$ cat config.mk
export PLATFORM = sky130hd
export DESIGN_NAME = int_to_decimal_ascii_unit
export DESIGN_NICKNAME = d
export VERILOG_FILES = /design/src/rtl/itda_pkg.sv /design/src/rtl/itda_front.sv /design/src/rtl/itda_queue.sv /design/src/rtl/itda_back.sv /design/src/rtl/int_to_decimal_ascii_unit.sv
export SDC_FILE = /design/constraint.sdc
export NUM_CORES = 1
export LEC_CHECK = 0
export ABC_CLOCK_PERIOD_IN_PS = 10900
export BUFFER_PORTS_ARGS = -buffer_cell sky130_fd_sc_hd__buf_2
export CAP_MARGIN = 30
export CORE_AREA = 2 2 171 173
export DETAILED_ROUTE_END_ITERATION = 7
export DIE_AREA = 0 0 173 175
export PLACE_DENSITY = 0.59
export SKIP_LAST_GASP = 1
export SYNTH_ARGS = -nofsm -noshare
export SYNTH_HDL_FRONTEND = slang
export SYNTH_HIERARCHICAL = 1
export SYNTH_SLANG_ARGS = --single-unit
$ cat constraint.sdc
create_clock -name clk -period 10.9 [get_ports clk]
set_clock_uncertainty 0.2 [all_clocks]
set_input_delay 1.09 -clock clk [delete_from_list [all_inputs] [get_ports clk]]
set_output_delay 1.09 -clock clk [all_outputs]
set_load 0.02 [all_outputs]
$ cat src/rtl/itda_pkg.sv
// Shared types, constants and the double-dabble step for the integer to decimal ASCII unit.
// Used by every module of the block. Depends on nothing.
package itda_pkg;

  localparam int VALUE_W          = 32;
  localparam int CHAR_W           = 8;
  localparam int DIGIT_COUNT      = 10;
  localparam int BCD_W            = 4 * DIGIT_COUNT;
  localparam int BITS_PER_STEP    = 4;
  localparam int CONV_STEPS       = VALUE_W / BITS_PER_STEP;
  localparam int ITDA_QUEUE_DEPTH = 2;

  localparam logic [CHAR_W-1:0] ASCII_ZERO  = 8'h30;
  localparam logic [CHAR_W-1:0] ASCII_MINUS = 8'h2D;
  localparam logic [3:0]        DIGIT_MAX   = 4'd9;
  localparam logic [3:0]        DABBLE_MIN  = 4'd5;

  // One classified item as it waits in the queue.
  typedef struct packed {
    logic               neg;
    logic [VALUE_W-1:0] mag;
  } itda_item_t;

  typedef struct packed {
    logic full;
    logic empty;
  } itda_q_status_t;

  // One shift-and-add-3 step: adjust every BCD digit, then shift in one binary bit.
  function automatic logic [BCD_W-1:0] bcd_step(input logic [BCD_W-1:0] bcd, input logic b);
    logic [BCD_W-1:0] adj;
    adj = bcd;
    for (int d = 0; d < DIGIT_COUNT; d++) begin
      if (bcd[4*d +: 4] >= DABBLE_MIN) begin
        adj[4*d +: 4] = bcd[4*d +: 4] + 4'd3;
      end
    end
    return {adj[BCD_W-2:0], b};
  endfunction

endpackage

$ cat src/rtl/itda_front.sv
// Front end: accepts input items and classifies them into sign and unsigned magnitude.
// Depends on itda_pkg; feeds the item queue.
module itda_front import itda_pkg::*; (
  input  logic               s_tvalid,
  output logic               s_tready,
  input  logic [VALUE_W-1:0] s_tdata,   // bits 31:0 value
  input  itda_q_status_t     q_status,
  output logic               push,
  output itda_item_t         push_item
);

  logic neg;

  assign neg      = s_tdata[VALUE_W-1];
  assign s_tready = !q_status.full;
  assign push     = s_tvalid && !q_status.full;

  // The magnitude is unsigned, so the most negative value maps onto 2^31.
  assign push_item.neg = neg;
  assign push_item.mag = neg ? (VALUE_W'(0) - s_tdata) : s_tdata;

endmodule

$ cat src/rtl/itda_queue.sv
// Short FIFO of classified items between the front end and the converter.
// Depends on itda_pkg.
module itda_queue import itda_pkg::*; #(
  parameter int DEPTH = ITDA_QUEUE_DEPTH
) (
  input  logic           clk,
  input  logic           rst,
  input  logic           push,
  input  itda_item_t     push_item,
  input  logic           pop,
  output itda_item_t     pop_item,
  output itda_q_status_t status
);

  localparam int PTR_W = $clog2(DEPTH);
  localparam int CNT_W = $clog2(DEPTH + 1);
  localparam logic [PTR_W-1:0] LAST_PTR  = PTR_W'(DEPTH - 1);
  localparam logic [CNT_W-1:0] DEPTH_CNT = CNT_W'(DEPTH);

  itda_item_t       entries [DEPTH];
  logic [PTR_W-1:0] wr_ptr;
  logic [PTR_W-1:0] rd_ptr;
  logic [CNT_W-1:0] count;
  logic             do_push;
  logic             do_pop;

  assign status.full  = (count == DEPTH_CNT);
  assign status.empty = (count == '0);
  assign do_push      = push && !status.full;
  assign do_pop       = pop && !status.empty;
  assign pop_item     = entries[rd_ptr];

  always_ff @(posedge clk) begin
    if (do_push) begin
      entries[wr_ptr] <= push_item;
    end
  end

  always_ff @(posedge clk) begin
    if (rst) begin
      wr_ptr <= '0;
      rd_ptr <= '0;
      count  <= '0;
    end else begin
      if (do_push) begin
        wr_ptr <= (wr_ptr == LAST_PTR) ? '0 : wr_ptr + PTR_W'(1);
      end
      if (do_pop) begin
        rd_ptr <= (rd_ptr == LAST_PTR) ? '0 : rd_ptr + PTR_W'(1);
      end
      if (do_push && !do_pop) begin
        count <= count + CNT_W'(1);
      end else if (do_pop && !do_push) begin
        count <= count - CNT_W'(1);
      end
    end
  end

endmodule

$ cat src/rtl/itda_back.sv
// Back end: double-dabble binary to BCD converter followed by a character emitter.
// Depends on itda_pkg; takes items from the queue and drives the output stream.
module itda_back import itda_pkg::*; (
  input  logic              clk,
  input  logic              rst,
  input  itda_q_status_t    q_status,
  input  itda_item_t        pop_item,
  output logic              pop,
  output logic              m_tvalid,
  input  logic              m_tready,
  output logic [CHAR_W-1:0] m_tdata,   // bits 7:0 character
  output logic              m_tlast
);

  localparam logic [1:0] ST_IDLE = 2'd0;
  localparam logic [1:0] ST_RUN  = 2'd1;
  localparam logic [1:0] ST_DONE = 2'd2;

  localparam int STEP_W = $clog2(CONV_STEPS);
  localparam logic [STEP_W-1:0] LAST_STEP = STEP_W'(CONV_STEPS - 1);

  // Converter.
  logic [1:0]         state;
  logic [STEP_W-1:0]  step;
  logic [VALUE_W-1:0] bin;
  logic [BCD_W-1:0]   bcd;
  logic               conv_neg;
  logic [VALUE_W-1:0] bin_next;
  logic [BCD_W-1:0]   bcd_next;

  // Emitter; its registers are the output stage.
  logic [3:0]         digits [DIGIT_COUNT];
  logic [3:0]         pos;
  logic               sign_pending;
  logic               active;
  logic               emit_ready;
  logic               load;
  logic [3:0]         top_digit;
  logic [3:0]         cur_digit;
  logic               out_accept;

  always_comb begin
    bin_next = bin;
    bcd_next = bcd;
    for (int k = 0; k < BITS_PER_STEP; k++) begin
      bcd_next = bcd_step(bcd_next, bin_next[VALUE_W-1]);
      bin_next = {bin_next[VALUE_W-2:0], 1'b0};
    end
  end

  assign pop = (state == ST_IDLE) && !q_status.empty;

  always_ff @(posedge clk) begin
    if (rst) begin
      state <= ST_IDLE;
      step  <= '0;
    end else begin
      case (state)
        ST_IDLE: begin
          if (pop) begin
            state <= ST_RUN;
            step  <= '0;
          end
        end
        ST_RUN: begin
          step <= step + STEP_W'(1);
          if (step == LAST_STEP) begin
            state <= ST_DONE;
          end
        end
        ST_DONE: begin
          if (emit_ready) begin
            state <= ST_IDLE;
          end
        end
        default: begin
          state <= ST_IDLE;
        end
      endcase
    end
  end

  always_ff @(posedge clk) begin
    if (pop) begin
      bin      <= pop_item.mag;
      bcd      <= '0;
      conv_neg <= pop_item.neg;
    end else if (state == ST_RUN) begin
      bin <= bin_next;
      bcd <= bcd_next;
    end
  end

  // Highest nonzero digit; zero leaves the units digit as the only one.
  always_comb begin
    top_digit = '0;
    for (int d = 0; d < DIGIT_COUNT; d++) begin
      if (bcd[4*d +: 4] != 4'd0) begin
        top_digit = 4'(d);
      end
    end
  end

  assign out_accept = m_tvalid && m_tready;
  assign m_tvalid   = active;
  assign cur_digit  = digits[pos];
  assign m_tlast    = !sign_pending && (pos == 4'd0);
  assign m_tdata    = sign_pending ? ASCII_MINUS : (ASCII_ZERO + {4'b0000, cur_digit});
  // The emitter takes the next number in the cycle its final character leaves.
  assign emit_ready = !active || (out_accept && m_tlast);
  assign load       = (state == ST_DONE) && emit_ready;

  always_ff @(posedge clk) begin
    if (load) begin
      for (int d = 0; d < DIGIT_COUNT; d++) begin
        digits[d] <= bcd[4*d +: 4];
      end
    end
  end

  always_ff @(posedge clk) begin
    if (rst) begin
      active       <= 1'b0;
      sign_pending <= 1'b0;
      pos          <= '0;
    end else if (load) begin
      active       <= 1'b1;
      sign_pending <= conv_neg;
      pos          <= top_digit;
    end else if (out_accept) begin
      if (sign_pending) begin
        sign_pending <= 1'b0;
      end else if (pos == 4'd0) begin
        active <= 1'b0;
      end else begin
        pos <= pos - 4'd1;
      end
    end
  end

  a_minus_not_last: assert property (@(posedge clk) disable iff (rst)
    m_tvalid && (m_tdata == ASCII_MINUS) |-> !m_tlast)
    else $error("minus sign marked as last character");

  a_digit_range: assert property (@(posedge clk) disable iff (rst)
    m_tvalid && !sign_pending |-> (cur_digit <= DIGIT_MAX))
    else $error("emitted digit is not a decimal digit");

  a_conv_length: assert property (@(posedge clk) disable iff (rst)
    (state == ST_RUN) && (step == LAST_STEP) |=> (state == ST_DONE))
    else $error("conversion did not finish after its last step");

  a_done_holds: assert property (@(posedge clk) disable iff (rst)
    (state == ST_DONE) && !emit_ready |=> (state == ST_DONE))
    else $error("converted number dropped before the emitter took it");

  a_pos_range: assert property (@(posedge clk) disable iff (rst)
    m_tvalid |-> (pos < 4'(DIGIT_COUNT)))
    else $error("digit position out of range");

endmodule

$ cat src/rtl/int_to_decimal_ascii_unit.sv
// Top level of the signed 32-bit integer to decimal ASCII converter.
// Depends on itda_pkg, itda_front, itda_queue and itda_back.
//
//   Channel  Direction  Payload                      Items per number
//   s_*      in         tdata[31:0] value            1
//   m_*      out        tdata[7:0] character, tlast  1 to 11
//
// A number enters the queue when it is accepted and leaves it once the converter is idle. It
// is converted in CONV_STEPS steps of the double-dabble loop, four bits a cycle, and is held
// until the emitter can take it. The emitter sends one character per cycle while m_tready is
// high, the sign first, while the converter works on the next number; the sustained rate is
// set by the converter loop or by the character count, whichever is larger.
// Reset is synchronous and clears the queue, converter and emitter; stalls on m_tready hold the
// current character and back up through the queue to s_tready.
module int_to_decimal_ascii_unit import itda_pkg::*; #(
  parameter int QUEUE_DEPTH = ITDA_QUEUE_DEPTH
) (
  input  logic               clk,
  input  logic               rst,
  input  logic               s_tvalid,
  output logic               s_tready,
  input  logic [VALUE_W-1:0] s_tdata,   // bits 31:0 value
  output logic               m_tvalid,
  input  logic               m_tready,
  output logic [CHAR_W-1:0]  m_tdata,   // bits 7:0 character
  output logic               m_tlast
);

  itda_q_status_t q_status;
  itda_item_t     push_item;
  itda_item_t     pop_item;
  logic           push;
  logic           pop;

  itda_front u_front (
    .s_tvalid  (s_tvalid),
    .s_tready  (s_tready),
    .s_tdata   (s_tdata),
    .q_status  (q_status),
    .push      (push),
    .push_item (push_item)
  );

  itda_queue #(
    .DEPTH (QUEUE_DEPTH)
  ) u_queue (
    .clk       (clk),
    .rst       (rst),
    .push      (push),
    .push_item (push_item),
    .pop       (pop),
    .pop_item  (pop_item),
    .status    (q_status)
  );

  itda_back u_back (
    .clk      (clk),
    .rst      (rst),
    .q_status (q_status),
    .pop_item (pop_item),
    .pop      (pop),
    .m_tvalid (m_tvalid),
    .m_tready (m_tready),
    .m_tdata  (m_tdata),
    .m_tlast  (m_tlast)
  );

endmodule
* Word-level counts from Yosys, hierarchy flattened
Memory sizes are Yosys's and may differ from the RTL's. A register that Yosys moved wholly into a read port is not among the register bits. Cells that the tools add are included.
Operators by class: add/subtract/negate cells 48, magnitude comparators 40, eq/ne operators 9, muxes and demuxes 81, reduce and logical (&&, ||, !) cells 38
Operators with widths (number):
- 4-bit two-way mux | 44
- 4-bit by 3-bit >= comparator with 1-bit output, second input constant | 40
- 4-bit by 2-bit adder with 4-bit output, second input constant | 36
- 32-bit two-way mux | 3
- 4-bit nonzero test | 9
- 1-bit by 32-bit subtractor with 32-bit output, first input constant | 1
- 3-bit two-way mux | 9
- 1-bit two-way mux | 15
- 2-bit two-way mux | 7
- 3-bit by 2-bit adder with 3-bit output, second input constant | 4
- 1-bit logical AND | 10
- 2-bit nonzero test | 5
- 3-bit AND reduction | 3
- 8-bit two-way mux | 1
- 6-bit by 4-bit adder with 7-bit output, first input constant | 1
- 1-bit zero test | 6
- 2-bit by 1-bit != test with 1-bit output, second input constant | 3
- 2-bit one-hot mux with 3 select lines | 1
- 3-bit one-hot mux with 2 select lines | 1
- 2-bit equality test, second input constant | 2
- 2-bit zero test | 2
- 4-bit zero test | 1
- 2-bit != test, second input constant | 2
- 4-bit by 1-bit subtractor with 4-bit output, second input constant | 1
- 8 further kinds | 9
Word-level totals: flip-flop bits (word level) 88, RAM bits 106, input bits 36, output and inout bits 11, memories 2
Memories:
- u_queue.entries | depth 2, width 33, read ports 1, clocked after Yosys merged registers in 1, write ports 1, line itda_queue.sv:20 | itda_item_t entries [DEPTH];
- u_back.digits | depth 10, width 4, read ports 1, clocked after Yosys merged registers in 1, write ports 10, line itda_back.sv:32 | logic [3:0] digits [DIGIT_COUNT];

* Logic depth before layout (Yosys ltp)
Gate-level depths: netlist of run 1.
word-level depth 13, gate-level depth with buffers 18, depth with buffers taken out 18

* By module
Netlist of run 1, hierarchy kept.
Modules (own cells, without submodules):
- itda_back | instances 1, cells an instance 1187, area an instance 9769.4 µm², seq. area each 3293.2 µm²
- itda_queue | instances 1, cells an instance 128, area an instance 2591.2 µm², seq. area each 2082.0 µm²
- itda_front | instances 1, cells an instance 101, area an instance 804.5 µm², seq. area each 0.0 µm²

* Worst setup path after synthesis of run 1
Ideal clock, no wire load.
kind reg-to-reg, start point register u_back.bcd[9], end point register u_back.bcd[13], setup time 83 ps, arrival time 3809 ps, slack 6808 ps, stages on the path, launching flop included 15, buffers on the path 1, period minus slack after synthesis 4092 ps, cells stage by stage dfxtp_1 inv_1 ha_1 nand2b_1 a21oi_1 mux2_2 or3_1 and2_1 buf_6 ha_1 or4_1 and4_1 or3_1 or4_1 o221ai_1
On the way: word-level cells in the longest chain between the ends 8, elaborated cells on any way between the ends 18
RTL lines:
- start: declaration | line itda_back.sv:26 | logic [BCD_W-1:0] bcd;
- start signal: assignment | line itda_back.sv:90 | bcd <= bcd_next;
- 4-bit by 2-bit adder with 4-bit output / 4-bit by 3-bit >= comparator with 1-bit output (equally long branches) | line itda_pkg.sv:35, itda_pkg.sv:34
- 4-bit two-way mux * | line itda_pkg.sv:34 | if (bcd[4*d +: 4] >= DABBLE_MIN) begin
- 4-bit by 2-bit adder with 4-bit output / 4-bit by 3-bit >= comparator with 1-bit output (equally long branches) | line itda_pkg.sv:35, itda_pkg.sv:34
- 4-bit two-way mux | line itda_pkg.sv:34
- 4-bit by 2-bit adder with 4-bit output / 4-bit by 3-bit >= comparator with 1-bit output (equally long branches) | line itda_pkg.sv:35, itda_pkg.sv:34
- 4-bit two-way mux | line itda_pkg.sv:34
- 4-bit by 2-bit adder with 4-bit output / 4-bit by 3-bit >= comparator with 1-bit output (equally long branches) | line itda_pkg.sv:35, itda_pkg.sv:34
- 4-bit two-way mux * | line itda_pkg.sv:34
Mark *: on every way between the ends. The rest lies on a longest branch, timed or not. A chain may end at the register's enable or synchronous reset.

* Worst setup path after layout of run 1
start point register u_back.bcd[29], end point register u_back.bcd[35]
The elaborated chain is that of the path after synthesis.

==> results of run 1 <==
## metal layers
metal  vias up  GRT usage [%]
met5         -              0
met4         0           5.54
met3        26           2.65
met2       275           35.8
met1      4996           26.5
li1       5312              -
## per-stage QoR
stage | hold WS (ns) | instance area (sq um)
after global placement | 0.225 | 13700
after CTS | 0.239 | 14300
final | 0.237 | 14300
after global routing | 0.272 | 14300
after floorplan | 0.203 | 13200
after detailed placement | 0.227 | 13700
## final timing paths
kind | start | to | slack [ns] | depth (start not counted)
worst max register to register | u_back/bcd[29]$_SDFFE_PP0P_ | u_back/bcd[35]$_SDFFE_PP0P_ | 6.32 | 16
worst min-delay path | u_back/bcd[37]$_SDFFE_PP0P_ | u_back/digits[9][1]$_DFFE_PP_ | 0.24 | 0
worst max-delay path | u_back/bcd[29]$_SDFFE_PP0P_ | u_back/bcd[35]$_SDFFE_PP0P_ | 6.32 | 16
worst min register to register | u_back/bcd[37]$_SDFFE_PP0P_ | u_back/digits[9][1]$_DFFE_PP_ | 0.24 | 0
## kinds of logic after synthesis
logic type,Yosys count
and+or+nand+nor,514
adders and majority gates,44
buffers and inverters,120
other,2
muxes,86
AOI/OAI and AO/OA,397
DFF,199
xor gates and xnor gates,54
## worst max-delay path, stage by stage (launching register included)
cell	delay, ns
dfxtp_1	0.37
inv_1	0.10
ha_1	0.19
nand2b_1	0.16
a21oi_1	0.23
mux2i_1	0.72
a21oi_1	0.23
or2_2	0.39
inv_1	0.13
ha_1	0.21
a21boi_0	0.20
a211oi_1	0.30
a221oi_1	0.08
mux2i_1	0.35
nor2_1	0.13
or3b_1	0.37
a31oi_1	0.15
## sequential cells by signal, indices dropped and copies added (netlist names), named ones only
signal,count
u_back/pos,4
u_back/sign_pending,1
u_back/conv_neg,1
u_back/m_tvalid,1
u_queue/rd_ptr,1
u_back/step,3
u_queue/wr_ptr,1
u_back/digits,40
u_back/bin,32
u_queue/entries,66
u_back/state,2
u_back/bcd,40
u_queue/count,2
## cells in the final DEF (no fill, tap or decap), types with 8 or more instances in the layout
cell       instances
nor2b_1            8
nor2_1            96
edfxtp_1         139
or3_1             19
a31oi_1           21
mux4_2             8
and2_1            16
and3_1            11
nand3_1           45
nand2b_1          21
nor3_1            29
xnor2_1           44
nor3b_1            8
o21a_1            11
a211oi_1          21
buf_2             43
a221oi_1           8
clkbuf_16         17
o21ai_1           11
o211ai_1          24
nand2_1          202
ha_1              38
o22ai_1           19
inv_1             47
buf_4             14
o21ai_0           79
o31ai_1           22
dfxtp_1           60
a21oi_1           80
mux2i_1           27
mux2_2            48
## area by class of cell
cell class	count	area (sq um)	area share, %
multi-input cells	1098	7300	51.1
well taps	384	480	3.37
flip-flops and latches	199	5380	37.7
inverters	50	188	1.31
clock inverters	14	183	1.28
clock buffers	18	429	3.01
repair buffers	57	320	2.24
==> flow_metrics.env, run 1 <==
export IMPL_period_share_pct=42.0
export IMPL_finalHoldViolCount=0
export IMPL_cts_sinks=199
export IMPL_end_kind="register"
export IMPL_cts_max_level=4
export IMPL_hp_class="reg -> reg"
export IMPL_dp_cells=1788
export IMPL_synth_distinct_cells=101
export IMPL_synth_edff_count=139
export IMPL_clk_latency_ns=0.46
export IMPL_die_area_sq_um=30300
export IMPL_stdcell_count=1820
export IMPL_tns_ns=0
export IMPL_ant_nets=0
export IMPL_yosys_area_top_type="edfxtp_1"
export IMPL_synth_compound_area_share_pct=20.6
export IMPL_ys_seq_area_share_pct=40.8
export IMPL_cap_viol_max_count=0
export IMPL_route_met3_wl_um=1270
export IMPL_placement_rows=62
export IMPL_worst_ep_required_time_ns=11.08
export IMPL_syn_to_final_growth_pct=8.44
export IMPL_clk_path_buf_depth=2
export IMPL_drt_iter0_drc=768
export IMPL_synth_area_leaders="edfxtp_1, dfxtp_1, nand2_1, mux2_2, ha_1"
export IMPL_clock_fmax_ghz=0.218
export IMPL_grt_first_pass_wirelength_um=50500
export IMPL_nets=1497
export IMPL_relSlewSlack_pct=44.6
export IMPL_cts_tree="done"
export IMPL_synthSimpleGateAreaFrac_pct=19.0
export IMPL_wl_um=30700
export IMPL_fill_cells=2671
export IMPL_setup_ws_ns=6.32
export IMPL_clk_pin_slew_ns=0.08
export IMPL_grt_ovfl_total=0
export IMPL_criticalPathCategory="reg -> reg"
export IMPL_setup_viol=0
export IMPL_cp_start_kind="register"
export IMPL_top_layer="met4"
export IMPL_drive_gt1_share_pct=13.6
export IMPL_postCtsSetupRepairBufs=0
export IMPL_synthCells=1416
export IMPL_cts_root_buffer="clkbuf_16"
export IMPL_postSynthAreaPerCell_sq_um=9.30
export IMPL_antenna_found_initial=0
export IMPL_ys_top_cells_by_count="nand2_1, edfxtp_1, nor2_1, a21oi_1, o21ai_0"
export IMPL_finalMaxSlewViolations=0
export IMPL_dr_total_vias=10600
export IMPL_status="finished clean"
export IMPL_grt_max_degree=51
export IMPL_track_usage_pct=20.4
export IMPL_synth_top_family_by_area="compound AO/OA/AOI/OAI gates"
export IMPL_dr_pass1_iters=5
export IMPL_cts_hold_buffers_added=0
export IMPL_wire_per_inst_um=16.9
export IMPL_via_per_inst=5.83
export IMPL_tightest_slew_ns=0.807
export IMPL_worstPathMaxFanout=11
export IMPL_synthFlopType="edfxtp_1"
export IMPL_antennaDiodeCount=0
export IMPL_die_h_um=175
export IMPL_synth_adder_area_share_pct=4.07
export IMPL_drc=0
export IMPL_yosysWarnings=6
export IMPL_yosys_area_top_type_share_pct=31.7
export IMPL_hpwl_um=21600
export IMPL_final_util_pct=50.3
export IMPL_cts_resized=0
export IMPL_period_minus_slack_ns=4.58
export IMPL_rsz0062_at_grt="false"
export IMPL_ys_seq_elements=199
export IMPL_numCtsBuffers=17
export IMPL_routed_wl_met2_um=14900
export IMPL_async_flop_share_pct=0
export IMPL_cp_arrival_ns=4.77
export IMPL_syn_area_sq_um=13200
export IMPL_core_area_sq_um=28400
export IMPL_io_pins=47
export IMPL_dp_slack_ns=6.44
export IMPL_port_buffers=43
export IMPL_start_util_pct=46.4
export IMPL_synthMuxAreaShare_pct=7.85
export IMPL_wl_met1_um=14100
export IMPL_grt_pass1_vias=9947
export IMPL_synth_most_common_cell="nand2_1"
export IMPL_synth_xor_area_share_pct=3.76
export IMPL_die_width_um=173
export IMPL_gp_congestion=0.845
Power of run 1 is not shown: default switching activity piles up to over one toggle a cycle in this logic, so the estimate is an artifact.
==> run 2: changes to the inputs <==
--- a/config.mk
+++ b/config.mk
@@ -5,12 +5,13 @@
 export SDC_FILE = /design/constraint.sdc
 export NUM_CORES = 1
 export LEC_CHECK = 0
-export ABC_CLOCK_PERIOD_IN_PS = 10900
+export ABC_AREA = 1
+export ABC_CLOCK_PERIOD_IN_PS = 4500
 export BUFFER_PORTS_ARGS = -buffer_cell sky130_fd_sc_hd__buf_2
 export CAP_MARGIN = 30
-export CORE_AREA = 2 2 171 173
+export CORE_AREA = 2 2 169 171
 export DETAILED_ROUTE_END_ITERATION = 7
-export DIE_AREA = 0 0 173 175
+export DIE_AREA = 0 0 171 173
 export PLACE_DENSITY = 0.59
 export SKIP_LAST_GASP = 1
 export SYNTH_ARGS = -nofsm -noshare
==> constraint.sdc (replaced) <==
create_clock -name clk -period 4.5 [get_ports clk]
set_clock_uncertainty 0.2 [all_clocks]
set_input_delay 0.45 -clock clk [delete_from_list [all_inputs] [get_ports clk]]
set_output_delay 0.45 -clock clk [all_outputs]
set_load 0.02 [all_outputs]
==> flow_metrics.env, run 2 <==
export IMPL_die_width_um=171
export IMPL_synthMuxAreaShare_pct=4.07
export IMPL_async_flop_share_pct=0
export IMPL_cts_sinks=199
export IMPL_final_util_pct=51.1
export IMPL_clk_latency_ns=0.44
export IMPL_reg_top3="u_queue/entries x66, u_back/bcd x40, u_back/digits x40"
export IMPL_layout_common_cells="nand2_1, inv_1, edfxtp_1"
export IMPL_hpwl_um=20400
export IMPL_postCtsSetupRepairBufs=0
export IMPL_hold_path_depth=2
export IMPL_rsz0062_at_grt="false"
export IMPL_hp_class="in -> reg"
export IMPL_cap_viol_max_count=0
export IMPL_cp_arrival_ns=3.90
export IMPL_synth_adder_area_share_pct=3.69
export IMPL_clk_pin_slew_ns=0.08
export IMPL_port_buffers=43
export IMPL_grt_first_pass_wirelength_um=46300
export IMPL_period_minus_slack_ns=3.72
export IMPL_via_per_inst=4.96
export IMPL_top_register="u_queue/entries"
export IMPL_path_buf_inv=4
export IMPL_synth_most_common_cell="nand2_1"
export IMPL_io_pins=47
export IMPL_synthSimpleGateAreaFrac_pct=33.3
export IMPL_yosys_area_top_type_share_pct=32.4
export IMPL_r2r_worst_path_cells=27
export IMPL_synth_edff_count=139
export IMPL_core_area_sq_um=27600
export IMPL_cts_max_level=4
export IMPL_top_layer="met4"
export IMPL_cts_root_buffer="clkbuf_16"
export IMPL_synth_area_leaders="edfxtp_1, nand2_1, dfxtp_1, inv_1, nand3_1"
export IMPL_clk_path_buf_depth=2
export IMPL_ant_nets=0
export IMPL_r2r_start="u_back/bcd[32]$_SDFFE_PP0P_"
export IMPL_synthFlopType="edfxtp_1"
export IMPL_wl_um=27300
export IMPL_wl_met1_um=12100
export IMPL_status="finished clean"
export IMPL_final_common_cell="nand2_1"
export IMPL_finalMaxSlewViolations=0
export IMPL_period_share_pct=82.6
export IMPL_syn_area_sq_um=12900
export IMPL_drive_gt1_share_pct=18.8
export IMPL_critPathTopFamily="simple AND/OR/NAND/NOR gates"
export IMPL_worstHoldStart="rst"
export IMPL_tns_ns=0
export IMPL_worst_ep_required_time_ns=4.68
export IMPL_ys_top_cells_by_count="nand2_1, inv_1, edfxtp_1, nand3_1, nor2_1"
export IMPL_worstPathMaxFanout=6
export IMPL_drc=0
export IMPL_yosysWarnings=6
export IMPL_syn_to_final_growth_pct=9.60
export IMPL_yosys_area_top_type="edfxtp_1"
export IMPL_synthCells=1608
export IMPL_route_met3_wl_um=722
export IMPL_largest_register_ffs=66
export IMPL_placement_rows=61
export IMPL_crit_path_max_incr_delay_ns=0.42
export IMPL_cts_resized=0
export IMPL_routed_wl_met2_um=14100
export IMPL_reg2reg_to="u_back/bcd[37]$_SDFFE_PP0P_"
export IMPL_start_util_pct=46.6
export IMPL_finalHoldViolCount=0
export IMPL_rrSetupSlack_ns=0.78
export IMPL_synth_xor_area_share_pct=1.84
export IMPL_dr_pass1_iters=5
export IMPL_tightest_slew_ns=0.812
export IMPL_gp_congestion=0.873
export IMPL_synth_compound_area_share_pct=7.38
export IMPL_antenna_found_initial=0
export IMPL_ys_seq_area_share_pct=41.7
export IMPL_cpMaxStageDelayCell="dfxtp_1"
export IMPL_ys_seq_elements=199
export IMPL_synth_distinct_cells=52
export IMPL_setup_viol=0
export IMPL_criticalPathCategory="reg -> reg"
export IMPL_numCtsBuffers=17
export IMPL_end_kind="register"
export IMPL_dr_total_vias=10100
export IMPL_fill_cells=2694
export IMPL_wire_per_inst_um=13.4
export IMPL_path_common_cell="nand2_1"
export IMPL_grt_max_degree=52
export IMPL_worstHoldEndpoint="u_back/sign_pending$_SDFFE_PP0P_"
export IMPL_relSlewSlack_pct=45.8
export IMPL_die_area_sq_um=29600
export IMPL_nets=1725
export IMPL_track_usage_pct=19.5
export IMPL_die_h_um=173
export IMPL_grt_ovfl_total=0
export IMPL_antennaDiodeCount=0
export IMPL_clock_fmax_ghz=0.269
export IMPL_synth_top_family_by_area="simple AND/OR/NAND/NOR gates"
export IMPL_grt_pass1_vias=9808
export IMPL_postSynthAreaPerCell_sq_um=8.01
export IMPL_drt_iter0_drc=556
export IMPL_cts_tree="done"
export IMPL_cp_start_kind="register"
run 2: changes by cell type in the layout (fill, tap and decap cells not counted), sizes merged, moves of 21 or more:
cell,previous run,this run
nand3,45,163
nand2,204,586
a211oi,25,3
mux2i,29,4
nand2b,22,0
nor3,33,1
nor2,97,121
xnor2,47,14
inv,57,223
o31ai,22,1
a21oi,86,29
run 2: metal layers:
metal | global-route usage, % | vias up
met1 | 23.3 | 4662
met2 | 36.5 | 130
met4 | 4.17 | 0
met3 | 2.95 | 15
met5 | 0 | -
li1 | - | 5331
run 2: cell type report:
type	count	area, sq um	area share, %
Multi-Input combinational cell	1163	6510	46.1
Sequential cell	199	5380	38.1
Inverter	216	811	5.74
Tap cell	378	473	3.35
Clock buffer	17	425	3.01
Timing Repair Buffer	54	300	2.13
Clock inverter	15	230	1.63
run 2: timing repair:
| item | 4_1_cts | 5_1_grt |
|---|---|---|
| hold buffers | 1 | 0 |
| hold endpoints to repair | 2 | 0 |
| setup endpoints to repair | 0 | 0 |
run 2: how the worst max path moves through the flow:
stage          slack, ns                        start  cells after the start                           to
2_1_floorplan       0.87   u_back/pos[0]$_SDFFE_PP0P_                     13                     register
3_3_place_gp        0.90  u_back/bcd[32]$_SDFFE_PP0P_                     26  u_back/bcd[37]$_SDFFE_PP0P_
3_5_place_dp        0.80  u_back/bcd[32]$_SDFFE_PP0P_                     26  u_back/bcd[37]$_SDFFE_PP0P_
4_1_cts             0.78  u_back/bcd[32]$_SDFFE_PP0P_                     27  u_back/bcd[37]$_SDFFE_PP0P_
5_1_grt             0.26  u_back/bcd[33]$_SDFFE_PP0P_                     29  u_back/bcd[38]$_SDFFE_PP0P_
6_report            0.78  u_back/bcd[32]$_SDFFE_PP0P_                     27  u_back/bcd[37]$_SDFFE_PP0P_
run 2: logic make-up after synthesis:
group                      count (synthesis)
buffers and inverters                    247
muxes                                     37
AOI/OAI and AO/OA                        152
xor gates and xnor gates                  27
adders and majority gates                 38
DFF                                      199
other                                      2
and+or+nand+nor                          906
run 2: through the flow:
step	setup WS, ns	instances	hold WS [ns]	cell area, sq um
2_1_floorplan	0.874	1609	0.222	12900
3_3_place_gp	0.899	2009	0.249	13500
3_5_place_dp	0.802	2009	0.252	13500
4_1_cts	0.780	2042	0.114	14100
5_1_grt	0.259	2042	0.124	14100
6_report	0.781	2042	0.130	14100
Power of run 2 is left out for the same reason.
==> run 3: changes to the inputs <==
--- a/config.mk
+++ b/config.mk
@@ -6,13 +6,13 @@
 export NUM_CORES = 1
 export LEC_CHECK = 0
 export ABC_AREA = 1
-export ABC_CLOCK_PERIOD_IN_PS = 4500
+export ABC_CLOCK_PERIOD_IN_PS = 3200
 export BUFFER_PORTS_ARGS = -buffer_cell sky130_fd_sc_hd__buf_2
 export CAP_MARGIN = 30
 export CORE_AREA = 2 2 169 171
 export DETAILED_ROUTE_END_ITERATION = 7
 export DIE_AREA = 0 0 171 173
-export PLACE_DENSITY = 0.59
+export PLACE_DENSITY = 0.61
 export SKIP_LAST_GASP = 1
 export SYNTH_ARGS = -nofsm -noshare
 export SYNTH_HDL_FRONTEND = slang
==> constraint.sdc (replaced) <==
create_clock -name clk -period 3.2 [get_ports clk]
set_clock_uncertainty 0.2 [all_clocks]
set_input_delay 0.32 -clock clk [delete_from_list [all_inputs] [get_ports clk]]
set_output_delay 0.32 -clock clk [all_outputs]
set_load 0.02 [all_outputs]
==> flow_metrics.env, run 3 (same netlist as run 2, synthesis figures left out) <==
export IMPL_worstPathMaxFanout=3
export IMPL_criticalPathCategory="reg -> reg"
export IMPL_drc=0
export IMPL_layout_common_cells="nand2_1, inv_1, edfxtp_1"
export IMPL_via_per_inst=4.97
export IMPL_die_area_sq_um=29600
export IMPL_dpl_cell_area_sq_um=13700
export IMPL_start_util_pct=46.6
export IMPL_grt_first_pass_wirelength_um=45900
export IMPL_finalMaxSlewViolations=0
export IMPL_final_area_sq_um=14600
export IMPL_port_buffers=43
export IMPL_die_width_um=171
export IMPL_period_minus_slack_ns=3.20
export IMPL_cp_arrival_ns=3.34
export IMPL_rsz0062_at_grt="true"
export IMPL_cp_start_kind="register"
export IMPL_use_met3_pct=2.98
export IMPL_cts_tree="done"
export IMPL_drt_iter0_drc=612
export IMPL_tightest_slew_ns=0.637
export IMPL_path_common_cell="nand2_2"
export IMPL_dr_total_vias=10400
export IMPL_worst_ep_required_time_ns=3.34
export IMPL_core_area_sq_um=27600
export IMPL_track_usage_pct=19.2
export IMPL_cts_sinks=199
export IMPL_end_kind="register"
export IMPL_status="complete, but fails checks"
export IMPL_antennaDiodeCount=0
export IMPL_setup_ws_ns=-0.000665
export IMPL_nets=1767
export IMPL_drive_gt1_share_pct=23.9
export IMPL_clk_latency_ns=0.44
export IMPL_clock_fmax_ghz=0.312
export IMPL_setup_viol=1
export IMPL_dr_pass1_iters=7
export IMPL_wl_um=27600
export IMPL_relSlewSlack_pct=57.5
export IMPL_grt_pass1_vias=9946
export IMPL_cts_root_buffer="clkbuf_16"
export IMPL_grt_ovfl_total=0
export IMPL_cap_viol_max_count=0
export IMPL_numCtsBuffers=17
export IMPL_hpwl_um=20600
export IMPL_finalHoldViolCount=0
export IMPL_grt_util_met1_pct=22.7
export IMPL_cpMaxStageDelayCell="dfxtp_4"
export IMPL_die_h_um=173
export IMPL_hp_class="in -> reg"
export IMPL_crit_path_max_incr_delay_ns=0.39
export IMPL_io_pins=47
export IMPL_violations="negative setup slack"
export IMPL_wire_per_inst_um=13.2
export IMPL_gp_congestion=0.870
export IMPL_grt_use_met2_pct=35.6
export IMPL_clk_path_buf_depth=2
export IMPL_clk_pin_slew_ns=0.08
export IMPL_top_usage_layer="met2"
export IMPL_placement_rows=61
export IMPL_final_common_cell="nand2_1"
export IMPL_largest_register_ffs=66
export IMPL_period_share_pct=100
export IMPL_grt_max_degree=52
export IMPL_cts_max_level=4
export IMPL_syn_to_final_growth_pct=13.5
export IMPL_reg_top3="u_queue/entries x66, u_back/bcd x40, u_back/digits x40"
export IMPL_top_register="u_queue/entries"
export IMPL_ant_nets=0
export IMPL_antenna_found_initial=0
==> run 3: routing by layer <==
layer	wire, um	vias up
met4	420	0
met5	0	-
met1	12200	4743
met2	14100	158
met3	792	28
li1	-	5421
==> run 3: metrics by stage <==
step	TNS (ns)	instances	setup slack [ns]	hold WS [ns]	util (%)
floorplan	0	1609	0.00214	0.189	-
global placement	-0.138	2037	-0.0766	0.234	49.6
detailed placement	-0.288	2037	-0.155	0.241	49.6
CTS	-0.0360	2082	-0.0271	0.00470	52.5
global route	-0.528	2084	-0.221	0.0336	52.9
finish	-0.000665	2084	-0.000665	0.0231	52.9
==> run 3: repair_timing <==
item | 4_1_cts | 5_1_grt
hold buffers | 3 | 0
pin swaps | 19 | 19
buffers inserted | 10 | 5
resized for setup | 24 | 40
endpoints found under the setup margin | 3 | 13
endpoints found under the hold margin | 7 | 0
==> run 3: cell type report <==
cell class,count,area (sq um)
Clock buffer,17,425
Clock inverter,15,173
Fill cell,2627,13000
Inverter,216,816
Multi-Input combinational cell,1163,6700
Sequential cell,199,5400
Tap cell,378,473
Timing Repair Buffer,96,637
==> run 3: worst max-delay path, delay by kind of cell, from the launching register on <==
kind	cells	cell delay, ns
and+or+nand+nor	18	1.69
DFF	1	0.39
buffers and inverters	4	0.22
adders and majority gates	4	0.59
==> run 3: path summary, 6_finish.rpt <==
kind | startpoint | endpoint | slack [ns] | cells past startpoint
worst min-delay path | s_tdata[5] | u_queue/entries[0][5]$_DFFE_PP_ | 0.02 | 2
worst min register to register | u_back/bin[28]$_DFFE_PP_ | u_back/bcd[0]$_SDFFE_PP0P_ | 0.25 | 2
worst max-delay path | u_back/bcd[32]$_SDFFE_PP0P_ | u_back/bcd[37]$_SDFFE_PP0P_ | -0.0007 | 26
worst max register to register | u_back/bcd[32]$_SDFFE_PP0P_ | u_back/bcd[37]$_SDFFE_PP0P_ | -0.0007 | 26
Power of run 3 is left out for the same reason.
